$ cat src/rtl/fdc_command_result_seek_engine_core_macros.svh
// assertion macros shared by the floppy controller rtl files
// needs a clock i_clk and an active low reset i_rst_n in the using module
`ifndef FDC_COMMAND_RESULT_SEEK_ENGINE_CORE_MACROS_SVH
`define FDC_COMMAND_RESULT_SEEK_ENGINE_CORE_MACROS_SVH

// same-cycle implication
`define FDC_ASSERT_IMPL(label, ante, cons) \
    label: assert property (@(posedge i_clk) disable iff (!i_rst_n) (ante) |-> (cons)) \
        else $error("fdc assertion failed");

// next-cycle implication
`define FDC_ASSERT_NEXT(label, ante, cons) \
    label: assert property (@(posedge i_clk) disable iff (!i_rst_n) (ante) |=> (cons)) \
        else $error("fdc assertion failed");

`endif

$ cat src/rtl/fdc_pkg.sv
// shared types, command codes and decode helpers of the floppy controller
// no dependencies
package fdc_pkg;

    typedef enum logic [2:0] {
        KIND_WRITE  = 3'd0,
        KIND_READ   = 3'd1,
        KIND_STATUS = 3'd2,
        KIND_TICK   = 3'd3,
        KIND_FINISH = 3'd4,
        KIND_NOP    = 3'd5
    } t_kind;

    localparam logic [2:0] ERR_NONE      = 3'd0;
    localparam logic [2:0] ERR_NOT_READY = 3'd1;
    localparam logic [2:0] ERR_PROTECT   = 3'd2;
    localparam logic [2:0] ERR_MISSING   = 3'd3;
    localparam logic [2:0] ERR_OTHER     = 3'd4;
    localparam logic [2:0] ERR_INVALID   = 3'd5;

    localparam logic [4:0] CMD_READ_TRACK = 5'h02;
    localparam logic [4:0] CMD_SPECIFY    = 5'h03;
    localparam logic [4:0] CMD_SENSE_DRV  = 5'h04;
    localparam logic [4:0] CMD_WRITE      = 5'h05;
    localparam logic [4:0] CMD_READ       = 5'h06;
    localparam logic [4:0] CMD_RECAL      = 5'h07;
    localparam logic [4:0] CMD_SENSE_INT  = 5'h08;
    localparam logic [4:0] CMD_WRITE_DEL  = 5'h09;
    localparam logic [4:0] CMD_READ_ID    = 5'h0A;
    localparam logic [4:0] CMD_READ_DEL   = 5'h0C;
    localparam logic [4:0] CMD_FORMAT     = 5'h0D;
    localparam logic [4:0] CMD_SEEK       = 5'h0F;
    localparam logic [4:0] CMD_SCAN_EQ    = 5'h11;
    localparam logic [4:0] CMD_SCAN_LE    = 5'h19;
    localparam logic [4:0] CMD_SCAN_HE    = 5'h1D;

    // one classified input item
    typedef struct packed {
        t_kind      kind;
        logic [7:0] data_in;
        logic [3:0] ready_lines;
        logic [3:0] track0_lines;
        logic [3:0] protect_lines;
        logic [7:0] status1;
        logic [7:0] status2;
        logic [2:0] error;
        logic [7:0] cylinder;
        logic [7:0] head;
        logic [7:0] sector;
        logic [7:0] size;
    } t_item;

    // one result item
    typedef struct packed {
        logic [7:0] read_data;
        logic [3:0] step_out;
        logic [3:0] step_in;
        logic       exec_start;
        logic [7:0] exec_command;
    } t_result;

    typedef struct packed {
        logic       bad;
        logic [3:0] count;
    } t_cmd_info;

    // read, write, scan and format commands
    function automatic logic f_is_rw(input logic [4:0] c);
        logic r;
        case (c) inside
            CMD_READ_TRACK, CMD_WRITE, CMD_READ, CMD_WRITE_DEL, CMD_READ_ID,
            CMD_READ_DEL, CMD_FORMAT, CMD_SCAN_EQ, CMD_SCAN_LE, CMD_SCAN_HE: r = 1'b1;
            default: r = 1'b0;
        endcase
        return r;
    endfunction

    // parameter count and validity of a command byte
    function automatic t_cmd_info f_params(input logic [7:0] n);
        t_cmd_info r;
        r.bad   = 1'b0;
        r.count = 4'd0;
        unique case (n[4:0]) inside
            CMD_READ_TRACK: begin r.bad = n[7]; r.count = 4'd8; end
            CMD_SPECIFY, CMD_SEEK: begin r.bad = |n[7:5]; r.count = 4'd2; end
            CMD_SENSE_DRV, CMD_RECAL: begin r.bad = |n[7:5]; r.count = 4'd1; end
            CMD_WRITE, CMD_WRITE_DEL: begin r.bad = n[5]; r.count = 4'd8; end
            CMD_READ, CMD_READ_DEL, CMD_SCAN_EQ, CMD_SCAN_LE, CMD_SCAN_HE: begin
                r.count = 4'd8;
            end
            CMD_SENSE_INT: begin r.bad = |n[7:5]; r.count = 4'd0; end
            CMD_READ_ID: begin r.bad = n[7] | n[5]; r.count = 4'd1; end
            CMD_FORMAT: begin r.bad = n[7] | n[5]; r.count = 4'd5; end
            default: r.bad = 1'b1;
        endcase
        return r;
    endfunction

endpackage

$ cat src/rtl/fdc_fifo.sv
// small register queue used between the pipeline parts
// no dependencies beyond the assertion macro header
`include "fdc_command_result_seek_engine_core_macros.svh"
module fdc_fifo #(
    parameter int WIDTH = 8,
    parameter int DEPTH = 2
) (
    input  logic             i_clk,
    input  logic             i_rst_n,
    input  logic             i_wr,
    input  logic [WIDTH-1:0] i_din,
    output logic             o_full,
    input  logic             i_rd,
    output logic [WIDTH-1:0] o_dout,
    output logic             o_empty
);
    localparam int PW = $clog2(DEPTH);
    localparam int CW = $clog2(DEPTH + 1);

    logic [WIDTH-1:0] r_mem [DEPTH];
    logic [PW-1:0]    r_wp, r_rp;
    logic [CW-1:0]    r_cnt;
    logic             do_wr, do_rd;

    assign o_full  = (r_cnt == CW'(DEPTH));
    assign o_empty = (r_cnt == '0);
    assign do_wr   = i_wr && !o_full;
    assign do_rd   = i_rd && !o_empty;
    assign o_dout  = r_mem[r_rp];

    // storage, no reset
    always_ff @(posedge i_clk) begin
        if (do_wr) begin
            r_mem[r_wp] <= i_din;
        end
    end

    // pointers and fill count
    always_ff @(posedge i_clk) begin
        if (!i_rst_n) begin
            r_wp  <= '0;
            r_rp  <= '0;
            r_cnt <= '0;
        end else begin
            if (do_wr) begin
                r_wp <= (r_wp == PW'(DEPTH - 1)) ? '0 : r_wp + 1'b1;
            end
            if (do_rd) begin
                r_rp <= (r_rp == PW'(DEPTH - 1)) ? '0 : r_rp + 1'b1;
            end
            if (do_wr && !do_rd) begin
                r_cnt <= r_cnt + 1'b1;
            end else if (do_rd && !do_wr) begin
                r_cnt <= r_cnt - 1'b1;
            end
        end
    end

    `FDC_ASSERT_IMPL(a_cnt_bound, 1'b1, r_cnt <= CW'(DEPTH))
    `FDC_ASSERT_NEXT(a_cnt_grow, do_wr && !do_rd, r_cnt == $past(r_cnt) + 1'b1)
endmodule

$ cat src/rtl/fdc_front.sv
// front part: accepts input items, classifies the kind and clamps the error code
// depends on fdc_pkg and fdc_fifo
module fdc_front (
    input  logic           i_clk,
    input  logic           i_rst_n,
    input  logic           i_push,
    output logic           o_full,
    input  logic [2:0]     i_kind,
    input  logic [7:0]     i_data_in,
    input  logic [3:0]     i_ready_lines,
    input  logic [3:0]     i_track0_lines,
    input  logic [3:0]     i_protect_lines,
    input  logic [7:0]     i_finish_status1,
    input  logic [7:0]     i_finish_status2,
    input  logic [2:0]     i_finish_error,
    input  logic [7:0]     i_finish_cylinder,
    input  logic [7:0]     i_finish_head,
    input  logic [7:0]     i_finish_sector,
    input  logic [7:0]     i_finish_size,
    input  logic           i_take,
    output logic           o_valid,
    output fdc_pkg::t_item o_item
);
    fdc_pkg::t_item item;
    logic           empty;
    logic [$bits(fdc_pkg::t_item)-1:0] dout;

    // classify the item kind
    always_comb begin
        item = '0;
        case (i_kind)
            3'd0: item.kind = fdc_pkg::KIND_WRITE;
            3'd1: item.kind = fdc_pkg::KIND_READ;
            3'd2: item.kind = fdc_pkg::KIND_STATUS;
            3'd3: item.kind = fdc_pkg::KIND_TICK;
            3'd4: item.kind = fdc_pkg::KIND_FINISH;
            default: item.kind = fdc_pkg::KIND_NOP;
        endcase
        item.data_in       = i_data_in;
        item.ready_lines   = i_ready_lines;
        item.track0_lines  = i_track0_lines;
        item.protect_lines = i_protect_lines;
        item.status1       = i_finish_status1;
        item.status2       = i_finish_status2;
        item.error         = (i_finish_error > fdc_pkg::ERR_OTHER) ?
                             fdc_pkg::ERR_OTHER : i_finish_error;
        item.cylinder      = i_finish_cylinder;
        item.head          = i_finish_head;
        item.sector        = i_finish_sector;
        item.size          = i_finish_size;
    end

    // queue toward the back part
    fdc_fifo #(
        .WIDTH ($bits(fdc_pkg::t_item)),
        .DEPTH (2)
    ) u_queue (
        .i_clk   (i_clk),
        .i_rst_n (i_rst_n),
        .i_wr    (i_push),
        .i_din   (item),
        .o_full  (o_full),
        .i_rd    (i_take),
        .o_dout  (dout),
        .o_empty (empty)
    );

    assign o_valid = !empty;
    assign o_item  = fdc_pkg::t_item'(dout);
endmodule

$ cat src/rtl/fdc_back.sv
// back part: controller state, command execution, step engines, result queue
// depends on fdc_pkg, fdc_fifo and the assertion macro header
`include "fdc_command_result_seek_engine_core_macros.svh"
module fdc_back #(
    parameter int NUM_DRIVES      = 4,
    parameter int RECAL_MAX_STEPS = 77
) (
    input  logic           i_clk,
    input  logic           i_rst_n,
    input  logic           i_valid,
    output logic           o_take,
    input  fdc_pkg::t_item i_item,
    input  logic           i_pop,
    output logic           o_empty,
    output logic [7:0]     o_read_data,
    output logic [3:0]     o_step_out_pulses,
    output logic [3:0]     o_step_in_pulses,
    output logic           o_exec_start,
    output logic [7:0]     o_exec_command
);
    typedef struct packed {
        logic [1:0]      phase;
        logic            rd;
        logic            nrf;
        logic [7:0]      cmd;
        logic [3:0]      btot;
        logic [3:0]      bleft;
        logic [6:0][7:0] rb;
        logic [8:0][7:0] cf;
        logic [7:0]      st1;
        logic [7:0]      st2;
        logic [4:0]      sp;
        logic [7:0]      unload;
        logic [7:0]      load;
        logic [3:0][7:0] pc;
        logic [3:0][7:0] tc;
        logic [3:0][6:0] rl;
        logic [3:0][4:0] tmr;
        logic [3:0][7:0] irq;
        logic [3:0]      dr;
    } t_st;

    localparam logic [1:0] PH_IDLE = 2'd0;
    localparam logic [1:0] PH_CMD  = 2'd1;
    localparam logic [1:0] PH_EXEC = 2'd2;
    localparam logic [1:0] PH_RES  = 2'd3;
    localparam logic [3:0] MASK    = 4'((1 << NUM_DRIVES) - 1);

    t_st              r_st, n_st;
    fdc_pkg::t_result res;
    logic             out_full;
    logic [$bits(fdc_pkg::t_result)-1:0] dout;
    fdc_pkg::t_result out_res;

    // seek or recalibrate completion
    function automatic t_st f_seek_done(input t_st s, input logic [1:0] d, input logic recal,
                                        input logic notrdy, input logic t0);
        t_st r;
        r = s;
        r.tc[d]  = s.pc[d];
        r.rl[d]  = '0;
        r.tmr[d] = '0;
        r.irq[d] = (s.irq[d] & 8'hC0) | 8'h20 |
                   ((recal && !(notrdy || t0)) ? 8'h10 : 8'h00) |
                   (notrdy ? 8'h08 : 8'h00) | {5'd0, s.cf[1][0], 2'd0};
        return r;
    endfunction

    // build the result bytes of the current command
    function automatic t_st f_begin(input t_st s, input logic [2:0] err,
                                    input logic [3:0] t0m, input logic [3:0] pm);
        t_st        r;
        logic [1:0] unit;
        logic       side;
        logic [4:0] code;
        logic [7:0] st0;
        logic       found;
        r     = s;
        unit  = s.cf[0][1:0];
        side  = s.cf[1][0];
        code  = s.cmd[4:0];
        st0   = 8'h80;
        found = 1'b0;
        r.btot = '0;
        if (s.phase != PH_IDLE) begin
            if (err == fdc_pkg::ERR_INVALID) begin
                r.rb[0] = 8'h80;
                r.btot  = 4'd1;
            end else if (fdc_pkg::f_is_rw(code)) begin
                st0 = {5'd0, side, unit};
                if (err != fdc_pkg::ERR_NONE) begin
                    st0 = st0 | 8'h40;
                    if (err == fdc_pkg::ERR_NOT_READY) begin
                        st0 = st0 | 8'h08;
                    end else if (err == fdc_pkg::ERR_PROTECT) begin
                        r.st1 = r.st1 | 8'h02;
                    end else if (err == fdc_pkg::ERR_MISSING) begin
                        r.st1 = r.st1 | 8'h05;
                    end
                end
                r.rb[0] = st0;
                r.rb[1] = r.st1;
                r.rb[2] = r.st2;
                r.rb[3] = s.cf[2];
                r.rb[4] = s.cf[3];
                r.rb[5] = s.cf[4];
                r.rb[6] = s.cf[5];
                r.btot  = 4'd7;
            end else if (code == fdc_pkg::CMD_SENSE_DRV) begin
                r.rb[0] = {1'b0, pm[unit], s.dr[unit], t0m[unit], 1'b0, side, unit};
                r.btot  = 4'd1;
            end else if (code == fdc_pkg::CMD_SENSE_INT) begin
                for (int i = 0; i < 4; i++) begin
                    if (!found && r.irq[i] != 8'h00) begin
                        found = 1'b1;
                        if (r.irq[i][5]) begin
                            st0 = {6'd0, 2'(i)} | (r.irq[i] & 8'h3C) |
                                  {1'b0, r.irq[i][3], 6'd0};
                            r.irq[i] = r.irq[i] & 8'hC0;
                        end else begin
                            r.irq[i] = 8'h00;
                            st0 = {6'd0, 2'(i)} | (r.dr[i] ? 8'h00 : 8'h08) | 8'hC0;
                        end
                    end
                end
                r.rb[0] = st0;
                if (st0 == 8'h80) begin
                    r.btot = 4'd1;
                end else begin
                    r.rb[1] = r.pc[st0[1:0]];
                    r.btot  = 4'd2;
                end
            end
        end
        r.bleft = r.btot;
        if (r.btot != 4'd0) begin
            r.phase = PH_RES;
            r.rd    = 1'b1;
        end else begin
            r.phase = PH_IDLE;
            r.rd    = 1'b0;
        end
        r.nrf = 1'b0;
        return r;
    endfunction

    // store one parameter byte
    function automatic t_st f_store(input t_st s, input logic [3:0] idx, input logic [7:0] n);
        t_st        r;
        logic [4:0] c;
        r = s;
        c = s.cmd[4:0];
        case (idx)
            4'd0: begin
                if (c == fdc_pkg::CMD_SPECIFY) begin
                    r.sp     = 5'd16 - {1'b0, n[7:4]};
                    r.unload = {n[3:0], 4'd0};
                    if (r.unload == 8'd0) r.unload = 8'hFF;
                end else begin
                    r.cf[0] = {6'd0, n[1:0]};
                    r.cf[1] = {7'd0, n[2]};
                end
            end
            4'd1: begin
                if (c == fdc_pkg::CMD_SPECIFY) begin
                    r.load = {n[7:1], 1'b0};
                    if (r.load == 8'd0) r.load = 8'hFF;
                end else if (c == fdc_pkg::CMD_FORMAT) begin
                    r.cf[5] = n;
                end else if (c == fdc_pkg::CMD_SEEK) begin
                    r.tc[s.cf[0][1:0]] = n;
                end else begin
                    r.cf[2] = n;
                end
            end
            4'd2: begin
                if (c == fdc_pkg::CMD_FORMAT) r.cf[6] = n;
                else r.cf[3] = n;
            end
            4'd3: begin
                if (c == fdc_pkg::CMD_READ_TRACK) r.cf[4] = 8'd1;
                else if (c == fdc_pkg::CMD_FORMAT) r.cf[7] = n;
                else r.cf[4] = n;
            end
            4'd4: begin
                if (c == fdc_pkg::CMD_FORMAT) r.cf[8] = n;
                else r.cf[5] = n;
            end
            4'd5: r.cf[6] = n;
            4'd6: r.cf[7] = n;
            4'd7: r.cf[8] = n;
            default: r = s;
        endcase
        return r;
    endfunction

    assign o_take = i_valid && !out_full;

    // one item through the controller
    always_comb begin
        t_st        s;
        logic [3:0] rdy, t0m, pm, idx;
        logic [1:0] unit;
        logic [4:0] code;
        logic       do_run, hold;
        fdc_pkg::t_cmd_info info;
        s      = r_st;
        rdy    = i_item.ready_lines & MASK;
        t0m    = i_item.track0_lines & MASK;
        pm     = i_item.protect_lines & MASK;
        unit   = r_st.cf[0][1:0];
        code   = '0;
        do_run = 1'b0;
        hold   = 1'b0;
        idx    = '0;
        info   = '0;
        res    = '0;
        res.read_data = 8'hFF;

        // ready line sampling
        for (int i = 0; i < 4; i++) begin
            if (i < NUM_DRIVES && rdy[i] != s.dr[i]) begin
                s.dr[i]  = rdy[i];
                s.irq[i] = s.irq[i] | 8'hC0;
                if (s.phase == PH_EXEC && 2'(i) == unit) begin
                    s = f_begin(s, fdc_pkg::ERR_NOT_READY, t0m, pm);
                end
            end
        end

        case (i_item.kind)
            fdc_pkg::KIND_WRITE: begin
                if (!(s.rd || s.nrf)) begin
                    if (s.phase == PH_IDLE) begin
                        s.phase = PH_CMD;
                        s.cmd   = i_item.data_in;
                        info    = fdc_pkg::f_params(i_item.data_in);
                        if (info.bad) begin
                            s = f_begin(s, fdc_pkg::ERR_INVALID, t0m, pm);
                        end else begin
                            s.btot  = info.count;
                            s.bleft = info.count;
                            do_run  = (info.count == 4'd0);
                        end
                    end else if (s.phase == PH_CMD) begin
                        if (s.bleft != 4'd0) begin
                            s = f_store(s, s.btot - s.bleft, i_item.data_in);
                            s.bleft = s.bleft - 1'b1;
                        end
                        do_run = (s.bleft == 4'd0);
                    end
                end
                // command execution, unit as set by the first parameter byte
                if (do_run) begin
                    code = s.cmd[4:0];
                    unit = s.cf[0][1:0];
                    if (fdc_pkg::f_is_rw(code)) begin
                        s.irq[unit] = s.irq[unit] & 8'h3C;
                        s.btot  = '0;
                        s.bleft = '0;
                        s.st1   = '0;
                        s.st2   = '0;
                        if (!s.dr[unit]) begin
                            s = f_begin(s, fdc_pkg::ERR_NOT_READY, t0m, pm);
                        end else if ((s.cmd & 8'h13) == 8'h01 && pm[unit]) begin
                            s = f_begin(s, fdc_pkg::ERR_PROTECT, t0m, pm);
                        end else begin
                            s.phase = PH_EXEC;
                            s.rd    = !s.cmd[0];
                            s.nrf   = 1'b1;
                            res.exec_start   = 1'b1;
                            res.exec_command = s.cmd;
                        end
                    end else if (code == fdc_pkg::CMD_SENSE_DRV ||
                                 code == fdc_pkg::CMD_SENSE_INT) begin
                        s = f_begin(s, fdc_pkg::ERR_NONE, t0m, pm);
                    end else if (code == fdc_pkg::CMD_RECAL) begin
                        s.irq[unit] = s.irq[unit] & 8'h3C;
                        s.pc[unit]  = '0;
                        s.tc[unit]  = '0;
                        if (!s.dr[unit]) begin
                            s = f_seek_done(s, unit, 1'b1, 1'b1, t0m[unit]);
                        end else if (t0m[unit]) begin
                            s = f_seek_done(s, unit, 1'b1, 1'b0, t0m[unit]);
                        end else begin
                            s.rl[unit]  = 7'(RECAL_MAX_STEPS);
                            s.tmr[unit] = s.sp;
                        end
                        s.phase = PH_IDLE;
                    end else if (code == fdc_pkg::CMD_SEEK) begin
                        s.irq[unit] = s.irq[unit] & 8'h3C;
                        s.rl[unit]  = '0;
                        if (!s.dr[unit]) begin
                            s = f_seek_done(s, unit, 1'b0, 1'b1, t0m[unit]);
                        end else if (s.tc[unit] == s.pc[unit]) begin
                            s = f_seek_done(s, unit, 1'b0, 1'b0, t0m[unit]);
                        end else begin
                            s.tmr[unit] = s.sp;
                        end
                        s.phase = PH_IDLE;
                    end else begin
                        s.phase = PH_IDLE;
                    end
                end
            end
            fdc_pkg::KIND_READ: begin
                if (s.rd && !s.nrf) begin
                    if (s.bleft != 4'd0) begin
                        idx = s.btot - s.bleft;
                        res.read_data = (idx < 4'd7) ? s.rb[idx[2:0]] : 8'h00;
                        if (s.phase == PH_EXEC) begin
                            s.nrf = 1'b1;
                            hold  = 1'b1;
                        end else begin
                            s.bleft = s.bleft - 1'b1;
                        end
                    end
                    if (!hold && s.bleft == 4'd0) begin
                        s.phase = PH_IDLE;
                        s.rd    = 1'b0;
                    end
                end
            end
            fdc_pkg::KIND_STATUS: begin
                res.read_data = {!s.nrf, s.rd, s.phase == PH_EXEC, s.phase != PH_IDLE, 4'd0};
                for (int i = 0; i < 4; i++) begin
                    if (s.tc[i] != s.pc[i] || s.rl[i] != 7'd0) res.read_data[i] = 1'b1;
                end
            end
            fdc_pkg::KIND_TICK: begin
                // per drive step engines
                for (int i = 0; i < 4; i++) begin
                    if (i < NUM_DRIVES) begin
                        if (s.rl[i] != 7'd0) begin
                            s.pc[i] = '0;
                            s.tc[i] = '0;
                            if (s.irq[i] >= 8'hC0) begin
                                s = f_seek_done(s, 2'(i), 1'b1, 1'b1, t0m[i]);
                            end else if (s.tmr[i] > 5'd1) begin
                                s.tmr[i] = s.tmr[i] - 1'b1;
                            end else begin
                                s.tmr[i] = s.sp;
                                res.step_out[i] = 1'b1;
                                s.rl[i] = s.rl[i] - 1'b1;
                                if (s.rl[i] == 7'd0 || t0m[i]) begin
                                    s = f_seek_done(s, 2'(i), 1'b1, 1'b0, t0m[i]);
                                end
                            end
                        end else if (s.tc[i] != s.pc[i]) begin
                            if (s.irq[i] >= 8'hC0) begin
                                s = f_seek_done(s, 2'(i), 1'b0, 1'b1, t0m[i]);
                            end else if (s.tmr[i] > 5'd1) begin
                                s.tmr[i] = s.tmr[i] - 1'b1;
                            end else begin
                                s.tmr[i] = s.sp;
                                if (s.tc[i] > s.pc[i]) begin
                                    res.step_in[i] = 1'b1;
                                    s.pc[i] = s.pc[i] + 1'b1;
                                end else begin
                                    res.step_out[i] = 1'b1;
                                    s.pc[i] = s.pc[i] - 1'b1;
                                end
                                if (s.pc[i] == s.tc[i]) begin
                                    s = f_seek_done(s, 2'(i), 1'b0, 1'b0, t0m[i]);
                                end
                            end
                        end
                    end
                end
            end
            fdc_pkg::KIND_FINISH: begin
                if (s.phase == PH_EXEC) begin
                    s.st1   = i_item.status1;
                    s.st2   = i_item.status2;
                    s.cf[2] = i_item.cylinder;
                    s.cf[3] = i_item.head;
                    s.cf[4] = i_item.sector;
                    s.cf[5] = i_item.size;
                    s = f_begin(s, i_item.error, t0m, pm);
                end
            end
            default: s = s;
        endcase
        n_st = s;
    end

    // controller state, result store kept across reset
    always_ff @(posedge i_clk) begin
        if (!i_rst_n) begin
            r_st.phase  <= PH_IDLE;
            r_st.rd     <= 1'b0;
            r_st.nrf    <= 1'b0;
            r_st.cmd    <= '0;
            r_st.btot   <= '0;
            r_st.bleft  <= '0;
            r_st.cf     <= '0;
            r_st.st1    <= '0;
            r_st.st2    <= '0;
            r_st.sp     <= 5'd6;
            r_st.unload <= 8'd16;
            r_st.load   <= 8'd2;
            r_st.pc     <= '0;
            r_st.tc     <= '0;
            r_st.rl     <= '0;
            r_st.tmr    <= '0;
            r_st.irq    <= '0;
            r_st.dr     <= '0;
        end else if (o_take) begin
            r_st <= n_st;
        end
    end

    // result queue toward the host side
    fdc_fifo #(
        .WIDTH ($bits(fdc_pkg::t_result)),
        .DEPTH (2)
    ) u_results (
        .i_clk   (i_clk),
        .i_rst_n (i_rst_n),
        .i_wr    (o_take),
        .i_din   (res),
        .o_full  (out_full),
        .i_rd    (i_pop),
        .o_dout  (dout),
        .o_empty (o_empty)
    );

    assign out_res           = fdc_pkg::t_result'(dout);
    assign o_read_data       = out_res.read_data;
    assign o_step_out_pulses = out_res.step_out;
    assign o_step_in_pulses  = out_res.step_in;
    assign o_exec_start      = out_res.exec_start;
    assign o_exec_command    = out_res.exec_command;

    `FDC_ASSERT_IMPL(a_nrf_exec, r_st.nrf, r_st.phase == PH_EXEC)
    `FDC_ASSERT_IMPL(a_start_exec, o_take && res.exec_start, n_st.phase == PH_EXEC)
    `FDC_ASSERT_IMPL(a_left_total, 1'b1, r_st.bleft <= r_st.btot)
endmodule

$ cat src/rtl/fdc_command_result_seek_engine_core.sv
// top level of the floppy controller front end with seek engines
// depends on fdc_pkg, fdc_front, fdc_back and fdc_fifo
//
// Bus accesses, 2 ms ticks and executor finish items enter through a push/full
// queue and each gives exactly one result item on the empty/pop side. While an
// item waits and the result queue is not full, one item is taken per clock
// cycle. Each item passes through the input queue, then the execution stage
// that updates all controller and per drive step state at once and writes the
// result queue. Each side has a two entry queue to absorb a short stall of the
// other; a full result queue stops taking, which in turn fills the input queue.
module fdc_command_result_seek_engine_core #(
    parameter int NUM_DRIVES      = 4,
    parameter int RECAL_MAX_STEPS = 77
) (
    input  logic       i_clk,
    input  logic       i_rst_n,
    input  logic       push,
    output logic       full,
    input  logic [2:0] i_kind,
    input  logic [7:0] i_data_in,
    input  logic [3:0] i_ready_lines,
    input  logic [3:0] i_track0_lines,
    input  logic [3:0] i_protect_lines,
    input  logic [7:0] i_finish_status1,
    input  logic [7:0] i_finish_status2,
    input  logic [2:0] i_finish_error,
    input  logic [7:0] i_finish_cylinder,
    input  logic [7:0] i_finish_head,
    input  logic [7:0] i_finish_sector,
    input  logic [7:0] i_finish_size,
    output logic       empty,
    input  logic       pop,
    output logic [7:0] o_read_data,
    output logic [3:0] o_step_out_pulses,
    output logic [3:0] o_step_in_pulses,
    output logic       o_exec_start,
    output logic [7:0] o_exec_command
);
    logic           valid, take;
    fdc_pkg::t_item item;

    // accept and classify
    fdc_front u_front (
        .i_clk             (i_clk),
        .i_rst_n           (i_rst_n),
        .i_push            (push),
        .o_full            (full),
        .i_kind            (i_kind),
        .i_data_in         (i_data_in),
        .i_ready_lines     (i_ready_lines),
        .i_track0_lines    (i_track0_lines),
        .i_protect_lines   (i_protect_lines),
        .i_finish_status1  (i_finish_status1),
        .i_finish_status2  (i_finish_status2),
        .i_finish_error    (i_finish_error),
        .i_finish_cylinder (i_finish_cylinder),
        .i_finish_head     (i_finish_head),
        .i_finish_sector   (i_finish_sector),
        .i_finish_size     (i_finish_size),
        .i_take            (take),
        .o_valid           (valid),
        .o_item            (item)
    );

    // execute and queue results
    fdc_back #(
        .NUM_DRIVES      (NUM_DRIVES),
        .RECAL_MAX_STEPS (RECAL_MAX_STEPS)
    ) u_back (
        .i_clk             (i_clk),
        .i_rst_n           (i_rst_n),
        .i_valid           (valid),
        .o_take            (take),
        .i_item            (item),
        .i_pop             (pop),
        .o_empty           (empty),
        .o_read_data       (o_read_data),
        .o_step_out_pulses (o_step_out_pulses),
        .o_step_in_pulses  (o_step_in_pulses),
        .o_exec_start      (o_exec_start),
        .o_exec_command    (o_exec_command)
    );
endmodule
$ cat config.mk
export PLATFORM = sky130hd
export DESIGN_NAME = fdc_command_result_seek_engine_core
export DESIGN_NICKNAME = d
export VERILOG_FILES = /design/src/rtl/fdc_pkg.sv /design/src/rtl/fdc_fifo.sv /design/src/rtl/fdc_front.sv /design/src/rtl/fdc_back.sv /design/src/rtl/fdc_command_result_seek_engine_core.sv
export VERILOG_INCLUDE_DIRS = /design/src /design/src/rtl
export SDC_FILE = /design/constraint.sdc
export NUM_CORES = 2
export LEC_CHECK = 0
export ABC_AREA = 1
export BUFFER_PORTS_ARGS = -buffer_cell sky130_fd_sc_hd__buf_2
export CAP_MARGIN = 20
export CELL_PAD_IN_SITES_DETAIL_PLACEMENT = 1
export CELL_PAD_IN_SITES_GLOBAL_PLACEMENT = 1
export CORE_MARGIN = 4
export CORE_UTILIZATION = 40
export DETAILED_ROUTE_END_ITERATION = 10
export PLACE_DENSITY_LB_ADDON = 0.1
export SYNTH_ARGS = -nofsm -noshare
export SYNTH_HDL_FRONTEND = slang
export SYNTH_HIERARCHICAL = 1
export SYNTH_SLANG_ARGS = --single-unit
export TNS_END_PERCENT = 5
$ cat constraint.sdc
create_clock -name i_clk -period 18.5 [get_ports i_clk]
set_input_delay 0 -clock i_clk [delete_from_list [all_inputs] [get_ports i_clk]]
set_output_delay 0 -clock i_clk [all_outputs]
set_load 0.02 [all_outputs]
==> run metrics <==
status=completed; Max stage delay on crit path=about 670 ps; final hold violations=0; HP Class=in2reg; Worst R2R Setup Slack=around 7400 ps; Post-CTS Resized=0; DRC errors left=0; Fin Setup TNS=0 ps; placed cell areas=a little over 40,000 sq um; Die ar.=103,000 sq um; number of synthesized flops with an enable pin=approximately 250; vias in the first global route=between 40k and 50k; routed vias=45.0k; # setup viols final=0; Worst-path clk slew=about 70 ps; Crit-path slowest cell=fa_1; WL final=~210,000 um; post-layout power=about 0.009 W; Root Driver=clkbuf_16; Worst Max-Slew Pin Slew=about 1200 ps; CTS Buf Count=60; GRT met3 Usage=9.05%; grt met1 use=between 50% and 60%; max frequency=~90 MHz; Via density=roughly 6.3; Clock Path Buffers=3; layout cell share with drive strength beyond 1=between 10% and 20%; P_leak=around 18 nW; Setup Skew=around 36 ps; top_reg_cell synth=edfxtp_1; worst min-delay path startpoint=i_finish_cylinder[6]; Port Buffer Count=approximately 100; crit path launch type=flop; CP Data Arrival Time=around 12,000 ps; nature of the critical path endpoint=flop; iteration count of the initial detailed-routing pass=6; crit-path max FO=34; Seq/Total Area, Yosys=a little under a third; Core Box Area=between 90,000 and 100,000 sq um; worst skew pair latency=~700 ps; fin crit period=approximately 11,000 ps; fin crit share=around 60%; dpl ws=between 7000 and 8000 ps; Netlist cell types=a little under 80; GRT Total Usage=39.3%; flop and latch count out of synthesis=488; total of max-cap violations=0; Crit Path Class=reg2reg; initial antenna violation count=12; met2 usage=between 50% and 60%; Mapped Area=39,000 sq um; wire per inst=29.2 um; Synth Instances=between 5k and 6k; Core Rows=between 100 and 150; Power Density=roughly 200 nW/um^2; Synthesis Warnings=6; FILL cells=roughly 12k; CP Data Required Time=approximately 19,000 ps; GRT overflow=0; H-tree Lvls=2; io pins=roughly 110; Final Net Count=6,010; Starting Density=around two fifths; worst r2r path cells=38; final setup margin=between 7000 and 8000 ps; area grow syn2layout=12.1%; largest net degree at the start of global routing=just over 80; unrepaired setup endpoints after global routing=no; syn avg cell area=between 6 and 7 sq um; gpl congestion=~1.1; worst r2r dst=u_back/r_st[274]; hold depth=2; Max rail drop VDD=approximately 0.00015 V; Design Area, Final=roughly 44,000 sq um; CTS tree=done; Final Util=45.2%; syn_nets=5,904; initial DRC count=between 5k and 6k; Async SR Flop Fraction=0%; first-pass GRT wire length=~300,000 um; Worst slew margin=approximately a fifth; Post-DP HPWL=roughly 160,000 um; Final ANT Viol Nets=0; max-slew violations=0; Sink Count=roughly 490; Die Width=320 um; layer with the highest usage=met2; Vert. Die Dim=320 um; hold endpoint=u_front/u_queue/r_mem[1][30]
-- cell type report --
class / count / area, sq um / area share, %
sequential: 488 / 12300 / 28.2
clock inverter: 33 / 359 / 0.822
multi-input combinational: 4323 / 23100 / 52.8
tap: 1276 / 1600 / 3.65
antenna: 7 / 17.5 / 0.0401
inverter: 676 / 2540 / 5.82
timing repair buffer: 291 / 2140 / 4.90
clock buffer: 79 / 1640 / 3.76
-- where the power goes --
group          internal [W]  total [W]  switching (W)
clock              0.000698    0.00124       0.000539
sequential          0.00140    0.00156       0.000154
combinational       0.00154    0.00604        0.00451
-- layout by cell type (no fill, tap or decap), types with 87 or more instances in the layout --
cell type,count
nor2_1,522
ha_1,87
o22ai_1,109
edfxtp_1,254
o21ai_1,90
nor3_1,91
buf_4,98
o21ai_0,618
inv_1,605
dlygate4sd3_1,87
buf_2,104
o211ai_1,107
a21oi_1,422
dfxtp_1,233
nand3_1,256
nand2_1,1329
-- worst max-delay path, delay by kind of cell (launching register included) --
| kind | cells | cell delay, ps |
|---|---|---|
| AOI/OAI and AO/OA | 5 | 1070 |
| and+or+nand+nor | 20 | 5380 |
| muxes | 1 | 430 |
| adders and majority gates | 3 | 1220 |
| DFF | 1 | 660 |
| buffers and inverters | 9 | 1960 |
-- synth_stat cells, types with 33 or more instances --
| cell | n | area, sq um |
|---|---|---|
| a21oi_1 | 422 | 2110 |
| a31oi_1 | 80 | 500 |
| o22ai_1 | 109 | 682 |
| dfxtp_1 | 234 | 4680 |
| inv_2 | 48 | 180 |
| ha_1 | 87 | 1090 |
| nand2_2 | 33 | 206 |
| nand2_1 | 1329 | 4990 |
| xor2_1 | 47 | 412 |
| o21ai_0 | 619 | 3100 |
| nor3_1 | 92 | 460 |
| o21ai_1 | 90 | 450 |
| nor2_1 | 538 | 2020 |
| mux2_4 | 80 | 1200 |
| edfxtp_1 | 254 | 7630 |
| nand3_1 | 256 | 1280 |
| clkbuf_1 | 165 | 619 |
| inv_1 | 607 | 2280 |
| nand4_1 | 44 | 275 |
| o211ai_1 | 107 | 803 |
-- routing by layer --
metal | part of all wire (%) | vias up
li1 | - | 19900
met1 | 41 | 22200
met2 | 43 | 2375
met3 | 11 | 571
met4 | 5.8 | 6
met5 | 0.015 | -
-- worst max-delay path by stage --
stage | end | start
after floorplan | u_back/r_st[94] | flop
after global routing | u_back/r_st[275] | flop
after detailed placement | u_back/r_st[274] | flop
after CTS | u_back/r_st[274] | flop
final | u_back/r_st[274] | flop
after global placement | u_back/r_st[279] | flop
-- flip-flops by register name, summed over array words and instances, names as in the netlist, named ones only --
signal,cells
u_back/u_results/r_wp,1
u_back/u_results/r_cnt,2
u_front/u_queue/r_rp,1
u_front/u_queue/r_wp,1
u_back/u_results/r_rp,1
u_front/u_queue/r_cnt,2
u_front/u_queue/r_mem,148
u_back/r_st,280
u_back/u_results/r_mem,50
-- timing repair --
action,in CTS,in global routing
setup buffers,0,0
hold endpoints to repair,207,0
hold buffers,87,0
-- through the flow --
stage / instances / hold WS, ps
after floorplan: 5734 / 98.9
final: 7173 / 31.8
after global placement: 6963 / 188
after global routing: 7169 / 33.7
after CTS: 7164 / 2.47
after detailed placement: 6965 / 191
-- cell families after synthesis --
| group | share of synthesized area (%) |
|---|---|
| compound gates | 24.6 |
| xor+xnor | 1.41 |
| fa+ha+maj | 3.05 |
| buf+inv | 9.57 |
| flops | 31.6 |
| mux | 3.63 |
| simple gates | 26.1 |
Note: power is estimated with default switching activity, not from simulation.
